File: src/hdl/hbfd_pkg.sv
// Shared types and constants for the HVAC bus frame decoder.
// No dependencies; used by every module in hdl/.
package hbfd_pkg;

  localparam int unsigned FRAME_BODY_BYTES = 13;
  localparam int unsigned COUNT_W          = 4;

  localparam logic [7:0] START_BYTE   = 8'h32;
  localparam logic [7:0] END_BYTE     = 8'h34;
  localparam logic [7:0] CMD_STATUS   = 8'h52;
  localparam logic [7:0] CMD_MODE     = 8'h53;
  localparam logic [7:0] UNIT_ADDR_RST = 8'h84;

  localparam logic [4:0] TEMP_MASK   = 5'h1F;
  localparam logic [5:0] TEMP_OFFSET = 6'd9;

  localparam logic [3:0] FAN_NIB_LOW  = 4'hA;
  localparam logic [3:0] FAN_NIB_MED  = 4'hC;
  localparam logic [3:0] FAN_NIB_HIGH = 4'hD;

  localparam logic [1:0] FAN_AUTO = 2'd0;
  localparam logic [1:0] FAN_LOW  = 2'd1;
  localparam logic [1:0] FAN_MED  = 2'd2;
  localparam logic [1:0] FAN_HIGH = 2'd3;

  localparam logic [7:0] MODE_MAX = 8'd4;

  // Fixed body positions
  localparam logic [COUNT_W-1:0] POS_DEST  = 4'd1;
  localparam logic [COUNT_W-1:0] POS_CMD   = 4'd2;
  localparam logic [COUNT_W-1:0] POS_DATA0 = 4'd3;
  localparam logic [COUNT_W-1:0] POS_DATA3 = 4'd6;
  localparam logic [COUNT_W-1:0] POS_DATA4 = 4'd7;
  localparam logic [COUNT_W-1:0] POS_DATA7 = 4'd10;
  localparam logic [COUNT_W-1:0] POS_CSUM  = 4'd11;
  localparam logic [COUNT_W-1:0] POS_END   = 4'd12;

  // A checked frame, handed from the collector to the state tracker
  typedef struct packed {
    logic       ok;
    logic [7:0] dest;
    logic [7:0] cmd;
    logic [7:0] data0;
    logic [7:0] data3;
    logic [7:0] data4;
    logic [7:0] data7;
  } frame_t;

  typedef struct packed {
    logic [5:0] temperature;
    logic       power_on;
    logic [1:0] fan_level;
    logic [2:0] op_mode;
    logic [7:0] frame_destination;
    logic       state_changed;
  } result_t;

endpackage

File: src/hdl/hvac_bus_frame_decoder_unit.sv
// HVAC bus frame decoder, top level: input byte register, collector, tracker,
// result register. Depends on hbfd_pkg, hbfd_collect and hbfd_tracker.
//
// Usage:
//   Input channel (in_valid / in_stall, rx_byte) takes one bus byte per
//   transfer. Output channel (out_valid / out_stall) gives one result per
//   valid frame: tracked temperature, power_on, fan_level, op_mode, the
//   frame's destination and state_changed. Bytes outside a frame and
//   frames that fail the end-byte or XOR check give nothing.
//   Config channel (cfg_valid / cfg_ready, unit_address) sets the address
//   that status and mode frames must carry; write it only while idle.
// Timing:
//   One byte per cycle sustained while no result is stalled. A result is
//   in the output register once the frame's end byte has waited in the
//   input register and a single decode pass has filled the result register.
// Reset (rst, synchronous): hunting for the start byte, tracked state all
//   zero, unit address 0x84, both registers empty.
// Stall: a stalled result holds; one more byte still lands in the input
//   register, then in_stall rises until the result is taken.
module hvac_bus_frame_decoder_unit (
  input  logic       clk,
  input  logic       rst,
  input  logic       in_valid,
  output logic       in_stall,
  input  logic [7:0] rx_byte,
  output logic       out_valid,
  input  logic       out_stall,
  output logic [5:0] temperature,
  output logic       power_on,
  output logic [1:0] fan_level,
  output logic [2:0] op_mode,
  output logic [7:0] frame_destination,
  output logic       state_changed,
  input  logic       cfg_valid,
  output logic       cfg_ready,
  input  logic [7:0] unit_address
);

  logic       byte_valid;
  logic [7:0] byte_data;
  logic [7:0] addr;
  logic       advance;
  logic       step;

  hbfd_pkg::frame_t  frame;
  hbfd_pkg::result_t result;

  assign advance   = !out_valid || !out_stall;
  assign step      = byte_valid && advance;
  assign in_stall  = byte_valid && !advance;
  assign cfg_ready = 1'b1;

  always_ff @(posedge clk) begin
    if (rst) begin
      addr <= hbfd_pkg::UNIT_ADDR_RST;
    end else if (cfg_valid && cfg_ready) begin
      addr <= unit_address;
    end
  end

  always_ff @(posedge clk) begin
    if (rst) begin
      byte_valid <= 1'b0;
    end else if (!in_stall) begin
      byte_valid <= in_valid;
    end
  end

  always_ff @(posedge clk) begin
    if (in_valid && !in_stall) begin
      byte_data <= rx_byte;
    end
  end

  hbfd_collect u_collect (
    .clk     (clk),
    .rst     (rst),
    .step    (step),
    .rx_byte (byte_data),
    .frame   (frame)
  );

  hbfd_tracker u_tracker (
    .clk          (clk),
    .rst          (rst),
    .frame        (frame),
    .unit_address (addr),
    .result       (result)
  );

  always_ff @(posedge clk) begin
    if (rst) begin
      out_valid <= 1'b0;
    end else if (advance) begin
      out_valid <= frame.ok;
    end
  end

  always_ff @(posedge clk) begin
    if (advance && frame.ok) begin
      temperature       <= result.temperature;
      power_on          <= result.power_on;
      fan_level         <= result.fan_level;
      op_mode           <= result.op_mode;
      frame_destination <= result.frame_destination;
      state_changed     <= result.state_changed;
    end
  end

endmodule

File: src/hdl/hbfd_collect.sv
// Frame collector: start-byte hunt, body capture, XOR checksum and end-byte check.
// Depends on hbfd_pkg.
module hbfd_collect (
  input  logic              clk,
  input  logic              rst,
  input  logic              step,
  input  logic [7:0]        rx_byte,
  output hbfd_pkg::frame_t  frame
);

  localparam int unsigned STORE_DEPTH = hbfd_pkg::FRAME_BODY_BYTES - 1;

  logic                              collecting;
  logic [hbfd_pkg::COUNT_W-1:0]      body_count;
  logic [7:0]                        running_xor;
  logic [7:0]                        store [STORE_DEPTH];

  logic last_byte;

  // The end byte is checked live, so only bytes before it are stored
  assign last_byte = collecting && (body_count == hbfd_pkg::POS_END);

  always_ff @(posedge clk) begin
    if (rst) begin
      collecting  <= 1'b0;
      body_count  <= '0;
      running_xor <= '0;
    end else if (step) begin
      if (!collecting) begin
        if (rx_byte == hbfd_pkg::START_BYTE) begin
          collecting  <= 1'b1;
          body_count  <= '0;
          running_xor <= '0;
        end
      end else if (last_byte) begin
        collecting <= 1'b0;
        body_count <= '0;
      end else begin
        body_count <= body_count + 1'b1;
        if (body_count < hbfd_pkg::POS_CSUM) begin
          running_xor <= running_xor ^ rx_byte;
        end
      end
    end
  end

  always_ff @(posedge clk) begin
    if (step && collecting && !last_byte) begin
      store[body_count] <= rx_byte;
    end
  end

  always_comb begin
    frame.ok    = step && last_byte && (rx_byte == hbfd_pkg::END_BYTE)
                  && (running_xor == store[hbfd_pkg::POS_CSUM]);
    frame.dest  = store[hbfd_pkg::POS_DEST];
    frame.cmd   = store[hbfd_pkg::POS_CMD];
    frame.data0 = store[hbfd_pkg::POS_DATA0];
    frame.data3 = store[hbfd_pkg::POS_DATA3];
    frame.data4 = store[hbfd_pkg::POS_DATA4];
    frame.data7 = store[hbfd_pkg::POS_DATA7];
  end

endmodule

File: src/hdl/hbfd_tracker.sv
// Climate state tracker: applies status and mode frames, flags state changes.
// Depends on hbfd_pkg.
module hbfd_tracker (
  input  logic              clk,
  input  logic              rst,
  input  hbfd_pkg::frame_t  frame,
  input  logic [7:0]        unit_address,
  output hbfd_pkg::result_t result
);

  logic [5:0] held_temperature, held_temperature_next;
  logic       held_power, held_power_next;
  logic [1:0] held_fan, held_fan_next;
  logic [2:0] held_mode, held_mode_next;

  logic       for_us;
  logic [1:0] fan_decoded;

  assign for_us = frame.dest == unit_address;

  always_comb begin
    unique case (frame.data3[3:0])
      hbfd_pkg::FAN_NIB_LOW:  fan_decoded = hbfd_pkg::FAN_LOW;
      hbfd_pkg::FAN_NIB_MED:  fan_decoded = hbfd_pkg::FAN_MED;
      hbfd_pkg::FAN_NIB_HIGH: fan_decoded = hbfd_pkg::FAN_HIGH;
      default:                fan_decoded = hbfd_pkg::FAN_AUTO;
    endcase
  end

  always_comb begin
    held_temperature_next = held_temperature;
    held_power_next       = held_power;
    held_fan_next         = held_fan;
    held_mode_next        = held_mode;
    if (for_us && frame.cmd == hbfd_pkg::CMD_STATUS) begin
      held_temperature_next = {1'b0, frame.data0[4:0] & hbfd_pkg::TEMP_MASK}
                              + hbfd_pkg::TEMP_OFFSET;
      held_power_next       = frame.data4[7];
      held_fan_next         = fan_decoded;
    end
    if (for_us && frame.cmd == hbfd_pkg::CMD_MODE && frame.data7 <= hbfd_pkg::MODE_MAX) begin
      held_mode_next = frame.data7[2:0];
    end
  end

  always_ff @(posedge clk) begin
    if (rst) begin
      held_temperature <= '0;
      held_power       <= 1'b0;
      held_fan         <= hbfd_pkg::FAN_AUTO;
      held_mode        <= '0;
    end else if (frame.ok) begin
      held_temperature <= held_temperature_next;
      held_power       <= held_power_next;
      held_fan         <= held_fan_next;
      held_mode        <= held_mode_next;
    end
  end

  always_comb begin
    result.temperature       = held_temperature_next;
    result.power_on          = held_power_next;
    result.fan_level         = held_fan_next;
    result.op_mode           = held_mode_next;
    result.frame_destination = frame.dest;
    // Two powered-off states count as equal
    if (!held_power && !held_power_next) begin
      result.state_changed = 1'b0;
    end else begin
      result.state_changed = (held_temperature != held_temperature_next)
                             || (held_power != held_power_next)
                             || (held_fan != held_fan_next)
                             || (held_mode != held_mode_next);
    end
  end

endmodule
File: config.mk
export PLATFORM = sky130hd
export DESIGN_NAME = hvac_bus_frame_decoder_unit
export DESIGN_NICKNAME = d
export VERILOG_FILES = /design/src/hdl/hbfd_pkg.sv /design/src/hdl/hvac_bus_frame_decoder_unit.sv /design/src/hdl/hbfd_collect.sv /design/src/hdl/hbfd_tracker.sv
export SDC_FILE = /design/constraint.sdc
export NUM_CORES = 1
export LEC_CHECK = 0
export BUFFER_PORTS_ARGS = -buffer_cell sky130_fd_sc_hd__buf_4
export CAP_MARGIN = 20
export CORE_MARGIN = 1
export CORE_UTILIZATION = 32
export CTS_CLUSTER_DIAMETER = 120
export DETAILED_ROUTE_END_ITERATION = 12
export GPL_TIMING_DRIVEN = 0
export SETUP_SLACK_MARGIN = 0.4
export SLEW_MARGIN = 0
export SYNTH_ARGS = -nofsm -noshare
export SYNTH_HDL_FRONTEND = slang
export SYNTH_SLANG_ARGS = --single-unit
File: constraint.sdc
create_clock -name clk -period 4.3 [get_ports clk]
set_input_delay 0.215 -clock clk [delete_from_list [all_inputs] [get_ports clk]]
set_output_delay 0.215 -clock clk [all_outputs]
set_load 0.01 [all_outputs]
# Word level (Yosys, flattened, before mapping)
# Memory sizes are Yosys's and may differ from the RTL's.
# Cells that the tools add are included.
[op_classes]
add_sub_neg = 2
magnitude_cmp = 2
n_eq_ne = 16
muxes = 17
bitwise = 1
n_reduce_logical = 28
[op_table]
columns = ["op", "n"]
rows = [
  ["two-way mux 8 bit", 4],
  ["== test 4 bit (second input constant)", 4],
  ["== test 8 x 6 -> 1 bit (second input constant)", 2],
  ["== test 8 x 7 -> 1 bit (second input constant)", 2],
  ["== test 8 bit", 2],
  ["logical AND 1 bit", 14],
  ["two-way mux 4 bit", 3],
  ["<= comparator 8 x 3 -> 1 bit (second input constant)", 1],
  ["XOR 8 bit", 1],
  ["zero test 1 bit", 7],
  ["adder 5 x 4 -> 6 bit (second input constant)", 1],
  ["two-way mux 1 bit", 6],
  ["two-way mux 6 bit", 1],
  ["!= test 6 bit", 1],
  ["one-hot mux 2 bit (3 select lines)", 1],
  ["adder 4 x 1 -> 4 bit (second input constant)", 1],
  ["logical OR 1 bit", 4],
  ["< comparator 4 bit (second input constant)", 1],
  ["!= test 2 bit (second input constant)", 2],
  ["AND reduction 4 bit", 1],
  ["two-way mux 3 bit", 1],
  ["!= test 3 bit", 1],
  ["two-way mux 2 bit", 1],
  ["!= test 2 bit", 1],
  ["other kinds (3)", 3],
]
[totals]
register_bits = 64
mem_bits_rw = 96
output_inout_bits = 24
word_cells = 84
memories = 1
[memory_table]
columns = ["name", "depth", "width", "rd", "rd_clocked_by_memory_dff", "write_ports", "line", "source"]
rows = [
  ["u_collect.store", 12, 8, 7, 0, 1, "hbfd_collect.sv:16", "logic [7:0] store [STORE_DEPTH];"],
]

# Depth between registers and ports, before layout
# Gate-level depths: netlist of the first run.
# An unclocked memory read counts as a cell.
[logic_depth]
word_depth = 8
mapped_depth = 8

# Hierarchy
# A second synthesis of the first run with hierarchy kept.
[hier_totals]
hier_cells = 374
hier_area_um2 = 4963.5
[modules_own_cells]
columns = ["module", "instances", "cells_per_inst", "area_each_um2", "seq_area_each_um2"]
rows = [
  ["hbfd_collect", 1, 166, 2610.0, 1941.9],
  ["hvac_bus_frame_decoder_unit", 1, 68, 1261.2, 1071.0],
  ["hbfd_tracker", 1, 140, 1092.3, 240.2],
]

# Worst setup path before layout of the first run
# Ideal clock, no wire load.
[synth_path]
kind = "reg2reg"
from = "reg byte_data[3]"
to = "reg fan_level[0] (enable)"
setup_ps = 425
arrival_ps = 2668
required_time_ps = 3875
path_slack_ps = 1207
path_stages_with_launch = 5
path_buffers = 0
synth_period_minus_slack_ps = 3093
cell_sequence = "edfxtp_1 > nor4bb_1 > and2_1 > nand4_1 > nor3_1"
[synth_between]
elab_chain_cells = 4
[synth_rtl]
columns = ["item", "line", "source"]
rows = [
  ["start, declared", "hvac_bus_frame_decoder_unit.sv:40", "logic [7:0] byte_data;"],
  ["start signal, assigned", "hvac_bus_frame_decoder_unit.sv:71", "byte_data <= rx_byte;"],
  ["== test 8 x 6 -> 1 bit", "hbfd_collect.sv:54", "frame.ok = step && last_byte && (rx_byte == hbfd_pkg::END_BYTE)"],
  ["logical AND 1 bit", "hbfd_collect.sv:54", ""],
  ["logical AND 1 bit", "hbfd_collect.sv:55", "&& (running_xor == store[hbfd_pkg::POS_CSUM]);"],
  ["logical AND 1 bit", "hvac_bus_frame_decoder_unit.sv:100", "if (advance && frame.ok) begin"],
  ["end signal, assigned", "hvac_bus_frame_decoder_unit.sv:103", "fan_level <= result.fan_level;"],
  ["end, declared", "hvac_bus_frame_decoder_unit.sv:30", "output logic [1:0] fan_level,"],
]
# No other way between the ends.
# A chain may end at the register's enable or synchronous reset.

# Worst setup path in the final report of the first run
[layout_path]
from = "reg u_collect.body_count[0] (netlist name)"
to = "reg u_tracker.held_fan[1]"
[layout_between]
elab_chain_cells = 5
[layout_rtl]
columns = ["item", "line", "source"]
rows = [
  ["start, declared", "hbfd_collect.sv:14", "logic [hbfd_pkg::COUNT_W-1:0] body_count;"],
  ["start signal, assigned", "hbfd_collect.sv:39", "body_count <= body_count + 1'b1;"],
  ["== test 4 bit", "hbfd_collect.sv:21", "assign last_byte = collecting && (body_count == hbfd_pkg::POS_END);"],
  ["logical AND 1 bit", "hbfd_collect.sv:21", ""],
  ["logical AND 1 bit (2 in a row)", "hbfd_collect.sv:54", ""],
  ["logical AND 1 bit", "hbfd_collect.sv:55", ""],
  ["end signal, assigned", "hbfd_tracker.sv:50", "held_fan <= hbfd_pkg::FAN_AUTO;"],
  ["end signal, assigned", "hbfd_tracker.sv:55", "held_fan <= held_fan_next;"],
  ["end, declared", "hbfd_tracker.sv:13", "logic [1:0] held_fan, held_fan_next;"],
]
# No other way between the ends.

==> results of run 1 <==
-- worst min-delay path by stage --
stage               startpoint           end  cells after the start
floorplan           rx_byte[0]  byte_data[0]                      0
global placement    rx_byte[7]  byte_data[7]                      1
detailed placement  rx_byte[7]  byte_data[7]                      1
CTS                 rx_byte[4]  byte_data[4]                      1
global route        rx_byte[2]  byte_data[2]                      1
finish              rx_byte[7]  byte_data[7]                      1
-- synthesized netlist by cell type, types with 2 or more instances --
cell                       number
sky130_fd_sc_hd__a211o_1        2
sky130_fd_sc_hd__a21bo_2        3
sky130_fd_sc_hd__a21boi_0       2
sky130_fd_sc_hd__a21oi_1       21
sky130_fd_sc_hd__a31oi_1        2
sky130_fd_sc_hd__a41o_1         2
sky130_fd_sc_hd__and2_1         2
sky130_fd_sc_hd__and3_1         3
sky130_fd_sc_hd__and4_1         2
sky130_fd_sc_hd__buf_4          2
sky130_fd_sc_hd__clkbuf_1      12
sky130_fd_sc_hd__dfxtp_1       35
sky130_fd_sc_hd__edfxtp_1      71
sky130_fd_sc_hd__ha_1           6
sky130_fd_sc_hd__inv_1          6
sky130_fd_sc_hd__mux2_2         9
sky130_fd_sc_hd__mux2i_1        7
sky130_fd_sc_hd__nand2_1       10
sky130_fd_sc_hd__nand2b_1       4
sky130_fd_sc_hd__nand3_1       15
sky130_fd_sc_hd__nand4_1       17
sky130_fd_sc_hd__nor2_1        28
sky130_fd_sc_hd__nor2b_1        4
sky130_fd_sc_hd__nor3_1         6
sky130_fd_sc_hd__nor4_1         5
sky130_fd_sc_hd__nor4_2         2
sky130_fd_sc_hd__nor4b_1        2
sky130_fd_sc_hd__o21ai_0       13
sky130_fd_sc_hd__or4_1          3
sky130_fd_sc_hd__or4_4          2
sky130_fd_sc_hd__xnor2_1       16
sky130_fd_sc_hd__xor2_1        21
-- power groups by stage --
stage	registers, mW	clock network (mW)	logic [mW]
3_3_place_gp	1.14	0	0.0475
4_1_cts	1.12	0.822	0.0484
5_1_grt	1.12	0.857	0.0529
3_5_place_dp	1.14	0	0.0482
6_report	1.12	0.797	0.0478
2_1_floorplan	1.13	0	0.0269
-- per-layer routing --
metal	share of wire	wire length, um	vias to the layer above	GRT usage
met2	0.46	4107	90	0.2105
li1	-	-	1416	-
met3	0.069	619	11	0.03945
met4	0.015	139	0	0.05156
met5	0	0	-	0
met1	0.46	4148	1380	0.1806
-- final cells by class --
| class | instances | share of cell area |
|---|---|---|
| multi-input cells | 226 | 0.2916 |
| well taps | 176 | 0.04135 |
| inverters | 6 | 0.004229 |
| clock buffers | 10 | 0.04300 |
| clock inverters | 6 | 0.01034 |
| flip-flops and latches | 106 | 0.5320 |
| repair buffers | 46 | 0.06626 |
| plain buffers | 14 | 0.01128 |
-- cell families (layout without fill, tap and decap cells) --
family                   after synthesis  count (layout)  synth area share
AND/OR/NAND/NOR                      113             113            0.1435
flip-flops                           106             106            0.6356
AO/OA/AOI/OAI                         53              53           0.07356
XOR/XNOR                              37              37           0.07271
buffers and inverters                 20              82           0.01853
multiplexers                          16              16           0.03846
adder cells (fa/ha/maj)                6               6           0.01684
other                                  1               1         0.0008414
-- flip-flops by register name, indices dropped and copies added, names as in the netlist, 4 cells and up --
name	cells
u_collect.store	42
temperature	6
u_tracker.held_temperature	6
u_collect.running_xor	8
u_collect.body_count	4
byte_data	8
frame_destination	8
addr	8
-- worst register-to-register path, stage by stage (launching register included) --
cell	delay [ns]
sky130_fd_sc_hd__dfxtp_1	0.34
sky130_fd_sc_hd__inv_1	0.15
sky130_fd_sc_hd__ha_1	0.21
sky130_fd_sc_hd__nand3_2	0.14
sky130_fd_sc_hd__or4_4	0.52
sky130_fd_sc_hd__nor4_2	0.80
sky130_fd_sc_hd__nand3_1	0.16
sky130_fd_sc_hd__a21oi_1	0.19
-- per-stage QoR --
step           total power, mW  utilization
2_1_floorplan            1.156            -
3_3_place_gp             1.188       0.3720
3_5_place_dp             1.189       0.3751
4_1_cts                  1.989       0.3963
5_1_grt                  2.029       0.3974
6_report                 1.963       0.3974
==> parameters.txt, run 1 <==
Parameter                              Value

Synth
  Synth warn ... 0
  Number of library cell types mapped by synthesis ... 49
  Leading post-synthesis cells by cell area ... sky130_fd_sc_hd__edfxtp_1 48%, sky130_fd_sc_hd__dfxtp_1 16%, sky130_fd_sc_hd__xor2_1 4.1%
  Fraction of registers with async set/reset ... 0
  Synthesis-stage register bit count ... 106
  Area share of the largest cell type after synthesis ... 0.4784
  Portion of the post-synthesis area used by sequential elements ... 0.6356
  Synthesized area ... 0.004457 mm^2
  Count of flip-flops with a built-in enable after synthesis ... 71
  Post-Syn Area per Cell ... 12.66 um^2
  Post-Syn Nets ... 379
  Dominant cell type by area after synthesis ... sky130_fd_sc_hd__edfxtp_1
  Instance count of the mapped netlist ... 352
  Main flop type after synthesis ... sky130_fd_sc_hd__edfxtp_1

Drt
  Detailed Route WL ... 9.014 mm
  Detailed Route Iter0 Violations ... 178
  Via density per instance ... 4.910
  Initial DRT Pass Iterations ... 4
  Total number of vias ... 2897
  Remaining DRCs ... 0
  DRT antenna net count ... 0
  WL/cell ... 15.28 um

Layout
  Area occupied by multi-input gates ... 0.001553 mm^2
  FF/Latch Area ... 0.002833 mm^2
  Final instance count without filler cells ... 590
  Layout filler cell count ... 1297
  Net count, final ... 436
  Most frequent cells in the layout ... 71 x sky130_fd_sc_hd__edfxtp_1, 45 x sky130_fd_sc_hd__buf_4, 35 x sky130_fd_sc_hd__dfxtp_1, 28 x sky130_fd_sc_hd__nor2_1
  Commonest non-fill, non-tap cell in the layout ... sky130_fd_sc_hd__edfxtp_1
  Final cell area excluding filler cells ... 0.005325 mm^2
  Number of antenna diodes ... 0
  P&R area growth vs syn ... 19.48%
  Proportion of layout cells with a drive suffix above 1 ... 0.1957

STA
  Clock period minus worst slack ... 2.584 ns
  Hold violation total from the final report ... 0
  Final hold slack ... 0.03540 ns
  Max Slew Vio Count ... 0
  Worst Tran Pin Value ... 0.8825 ns
  Finish-stage setup viols ... 0
  Sum Neg Setup Slack ... 0 ns
  Post-layout worst setup margin ... 1.716 ns
  Worst-case clock skew ... 0.009129 ns
  Setup repair after global routing missed its margin ... no
  Final clock period utilization by the worst path ... 0.6010
  Maximum clock frequency ... 387.0 MHz
  Relative slew margins ... 0.4063

Placement
  Instance area at placement ... 0.005026 mm^2
  Routability congestion estimate ... 0.8162
  Dpl cells ... 572
  Worst setup timing slack at the placement stage ... 1.470 ns
  Post-DP HPWL ... 6.297 mm
  Number of input and output port buffers inserted ... 41

Outcome
  Run status ... completed

Setup path
  Buf+Inv Stages, Crit Path ... 1
  Critical setup path kind ... reg -> reg
  CP startpoint ... u_collect.body_count[0]
  Delay of the slowest critical-path stage ... 0.80 ns
  Reg2reg path depth ... 7
  Crit path depth ... 7
  Register-to-Register Setup Slack ... 1.72 ns
  Worst EP arrival ... 2.86 ns
  Max Fanout on Critical Path ... 8
  Standard cell with the maximum stage delay on the critical path ... sky130_fd_sc_hd__nor4_2
  Reg-to-reg endpoint ... u_tracker.held_fan[1]
  Worst-path cell chain ... inv_1, ha_1, nand3_2, or4_4, nor4_2, nand3_1, a21oi_1
  Required time reported for the critical path endpoint ... 4.57 ns
  Startpoint class of the critical path ... register
  Gate family responsible for the most delay along the worst path ... simple AND/OR/NAND/NOR gates
  Worst setup endpoint ... u_tracker.held_fan[1]
  Element type at the critical path end ... register
  Launch instance of the worst register-to-register path ... u_collect.body_count[0]

Global routing
  Number of antenna violations at the first check in global routing ... 0
  Largest net degree at the start of global routing ... 17
  First-pass GRT wire length ... 14.74 mm
  All-layer global routing usage ... 0.1365
  Via count of the first global-routing pass ... 2822
  Total overflow reported by the global router ... 0

Power
  Net Switching ... 395.5 uW
  Static Leakage ... 1.796 nW
  Power density over the cells ... 368.6 mW/mm^2
  Clock network fraction of total power ... 0.406
  Combinational share of power ... 0.024
  Power Internal ... 1.567 mW
  Sequential cell fraction of total power ... 0.569
  Peak supply drop ... 169.0 uV
  Switching share of power ... 0.2015

Clock network
  Setup bufs post-CTS ... 0
  Number of buffers added by the clock tree synthesis step ... 9
  Number of H-tree branching levels ... 3
  CTS-repair resized insts ... 0
  CTS Sinks ... 106
  Clock latency on the worst-skew pair ... 0.35 ns
  Clock root cell ... sky130_fd_sc_hd__clkbuf_16
  TritonCTS clock tree ... done
  Clock edge transition at the registers on the reported setup and hold paths ... 0.07 ns
  Hold buffers post-CTS ... 0
  Maximum buffer depth of the clock tree ... 2

Floorplan
  Std cell rows ... 42
  Die Wd ... 120.0 um
  Total die area ... 0.01440 mm^2
  Chip Height ... 120.0 um
  Initial standard-cell utilization of the core ... 0.3326
  Number of placed I/O pins ... 45
  Standard cell core area ... 0.01340 mm^2

Flow run
  Number of violations of the max-capacitance limit ... 0

Hold path
  Type of the tightest min-delay check ... in -> reg
Note: power is estimated with default switching activity, not from simulation.
==> run 2: changes to the inputs <==
clock period = 2.2 ns   (was 4.3 ns; I/O delays follow)
==> run 2 against run 1 <==
  * The run now ends with setup timing left
  * Non-clock buffer count rose by 49
  * First-iteration DRC count down 8.4%
  * Via count rose by 8.4%
  * Sequential share of layout area fell by 8.2 points
  * Sequential power increased by 94%
  * Register-to-register slack got worse by 1.8 ns
  * Critical path depth grew 1
  * Design area is 18% higher
  * Critical path type unchanged
  * Largest power group unchanged
==> parameters.txt, run 2 (synthesis gave the netlist of run 1 again) <==
Parameter                              Value

Placement
  Number of input and output port buffers inserted ... 41
  Worst setup timing slack at the placement stage ... -0.5560 ns
  Routability congestion estimate ... 0.8511
  Post-DP HPWL ... 6.470 mm
  Dpl cells ... 569
  Instance area at placement ... 0.005072 mm^2

Floorplan
  Standard cell core area ... 0.01340 mm^2
  Std cell rows ... 42
  Die Wd ... 120.0 um
  Chip Height ... 120.0 um
  Initial standard-cell utilization of the core ... 0.3326
  Total die area ... 0.01440 mm^2
  Number of placed I/O pins ... 45

Drt
  DRT antenna net count ... 0
  Detailed Route Iter0 Violations ... 163
  Total number of vias ... 3141
  WL/cell ... 16.57 um
  Via density per instance ... 4.908
  Detailed Route WL ... 10.61 mm
  Remaining DRCs ... 0
  Initial DRT Pass Iterations ... 4

STA
  Sum Neg Setup Slack ... -0.1032 ns
  Clock period minus worst slack ... 2.255 ns
  Setup repair after global routing missed its margin ... yes
  Final hold slack ... 0.005812 ns
  Final clock period utilization by the worst path ... 1.025
  Finish-stage setup viols ... 5
  Worst-case clock skew ... 0.007670 ns
  Post-layout worst setup margin ... -0.05489 ns
  Worst Tran Pin Value ... 0.7812 ns
  Relative slew margins ... 0.4781
  Hold violation total from the final report ... 0
  Max Slew Vio Count ... 0
  Maximum clock frequency ... 443.5 MHz

Layout
  P&R area growth vs syn ... 41.52%
  Final instance count without filler cells ... 640
  Number of antenna diodes ... 0
  Utilization after layout ... 0.4707
  Proportion of layout cells with a drive suffix above 1 ... 0.3987
  Most frequent cells in the layout ... 72 x sky130_fd_sc_hd__buf_4, 71 x sky130_fd_sc_hd__edfxtp_1, 33 x sky130_fd_sc_hd__dfxtp_1, 24 x sky130_fd_sc_hd__nor2_1, 18 x sky130_fd_sc_hd__xor2_1
  Final cell area excluding filler cells ... 0.006307 mm^2
  Commonest non-fill, non-tap cell in the layout ... sky130_fd_sc_hd__buf_4
  Layout filler cell count ... 1186
  Flip-flop count of the largest register after layout ... 42
  Net count, final ... 486
  Most flop-heavy register ... u_collect.store

Flow run
  Number of violations of the max-capacitance limit ... 0

Clock network
  CTS Sinks ... 106
  Clock edge transition at the registers on the reported setup and hold paths ... 0.07 ns
  TritonCTS clock tree ... done
  Number of buffers added by the clock tree synthesis step ... 9
  Clock root cell ... sky130_fd_sc_hd__clkbuf_16
  Maximum buffer depth of the clock tree ... 2
  Clock latency on the worst-skew pair ... 0.34 ns
  Number of H-tree branching levels ... 3

Global routing
  All-layer global routing usage ... 0.1525
  First-pass GRT wire length ... 16.58 mm
  Largest net degree at the start of global routing ... 18
  Number of antenna violations at the first check in global routing ... 0
  Via count of the first global-routing pass ... 3241
  Total overflow reported by the global router ... 0

Outcome
  Violated checks ... setup timing
  Run status ... finished, violations left

Power
  Static Leakage ... 2.304 nW
  Peak supply drop ... 429.6 uV
  Post-layout total power ... 4.257 mW
  Power density over the cells ... 674.9 mW/mm^2

Hold path
  Type of the tightest min-delay check ... in -> reg

Setup path
  Element type at the critical path end ... register
  Required time reported for the critical path endpoint ... 2.29 ns
  Worst EP arrival ... 2.35 ns
  Critical setup path kind ... reg -> reg
  Startpoint class of the critical path ... register
  Max Fanout on Critical Path ... 3
## run 2: layout make-up
class,instances,area (um^2),area share
Sequential cell,106,2835,0.4495
Multi-Input combinational cell,227,1941,0.3077
Tap cell,176,220.2,0.03491
Inverter,6,22.52,0.003571
Buffer,14,110.1,0.01746
Clock buffer,9,225.2,0.03571
Clock inverter,7,138.9,0.02202
Timing Repair Buffer,95,814.5,0.1291
## run 2: critical path, stage by stage (launching register included)
cell,delay [ns]
sky130_fd_sc_hd__edfxtp_1,0.37
sky130_fd_sc_hd__nor3b_2,0.20
sky130_fd_sc_hd__nand4_1,0.19
sky130_fd_sc_hd__buf_4,0.21
sky130_fd_sc_hd__or4_4,0.44
sky130_fd_sc_hd__a21boi_1,0.17
sky130_fd_sc_hd__ha_1,0.25
sky130_fd_sc_hd__a21oi_2,0.10
sky130_fd_sc_hd__a21oi_1,0.07
## run 2: report_power, final
group          internal [mW]  total, mW  switching [mW]
clock                   1.23       1.92           0.691
sequential              2.14       2.17          0.0263
combinational         0.0848      0.168          0.0836
total                   3.46       4.26           0.801
## run 2: layer usage
layer | vias up | part of all wire | global-route usage
met5 | - | 0 | 0
met2 | 66 | 0.49 | 0.2489
li1 | 1522 | - | -
met4 | 0 | 0.016 | 0.05234
met1 | 1535 | 0.45 | 0.1978
met3 | 18 | 0.037 | 0.03517
## run 2: path summary, 6_finish.rpt
| check | from | end | slack (ns) | depth (start not counted) |
|---|---|---|---|---|
| worst max-delay path | u_collect.store[2][7] | state_changed | -0.05 | 8 |
| worst min-delay path | unit_address[5] | addr[5] | 0.006 | 3 |
| worst max register to register | u_collect.store[2][7] | state_changed | -0.05 | 8 |
| worst min register to register | u_collect.store[1][3] | frame_destination[3] | 0.49 | 0 |
## run 2: what timing repair did
item,in CTS,in global routing
setup buffers,31,11
endpoints found under the setup margin,99,86
pin swaps,22,25
resized for setup,75,25
cloned,1,1
hold buffers,11,0
endpoints found under the hold margin,11,0
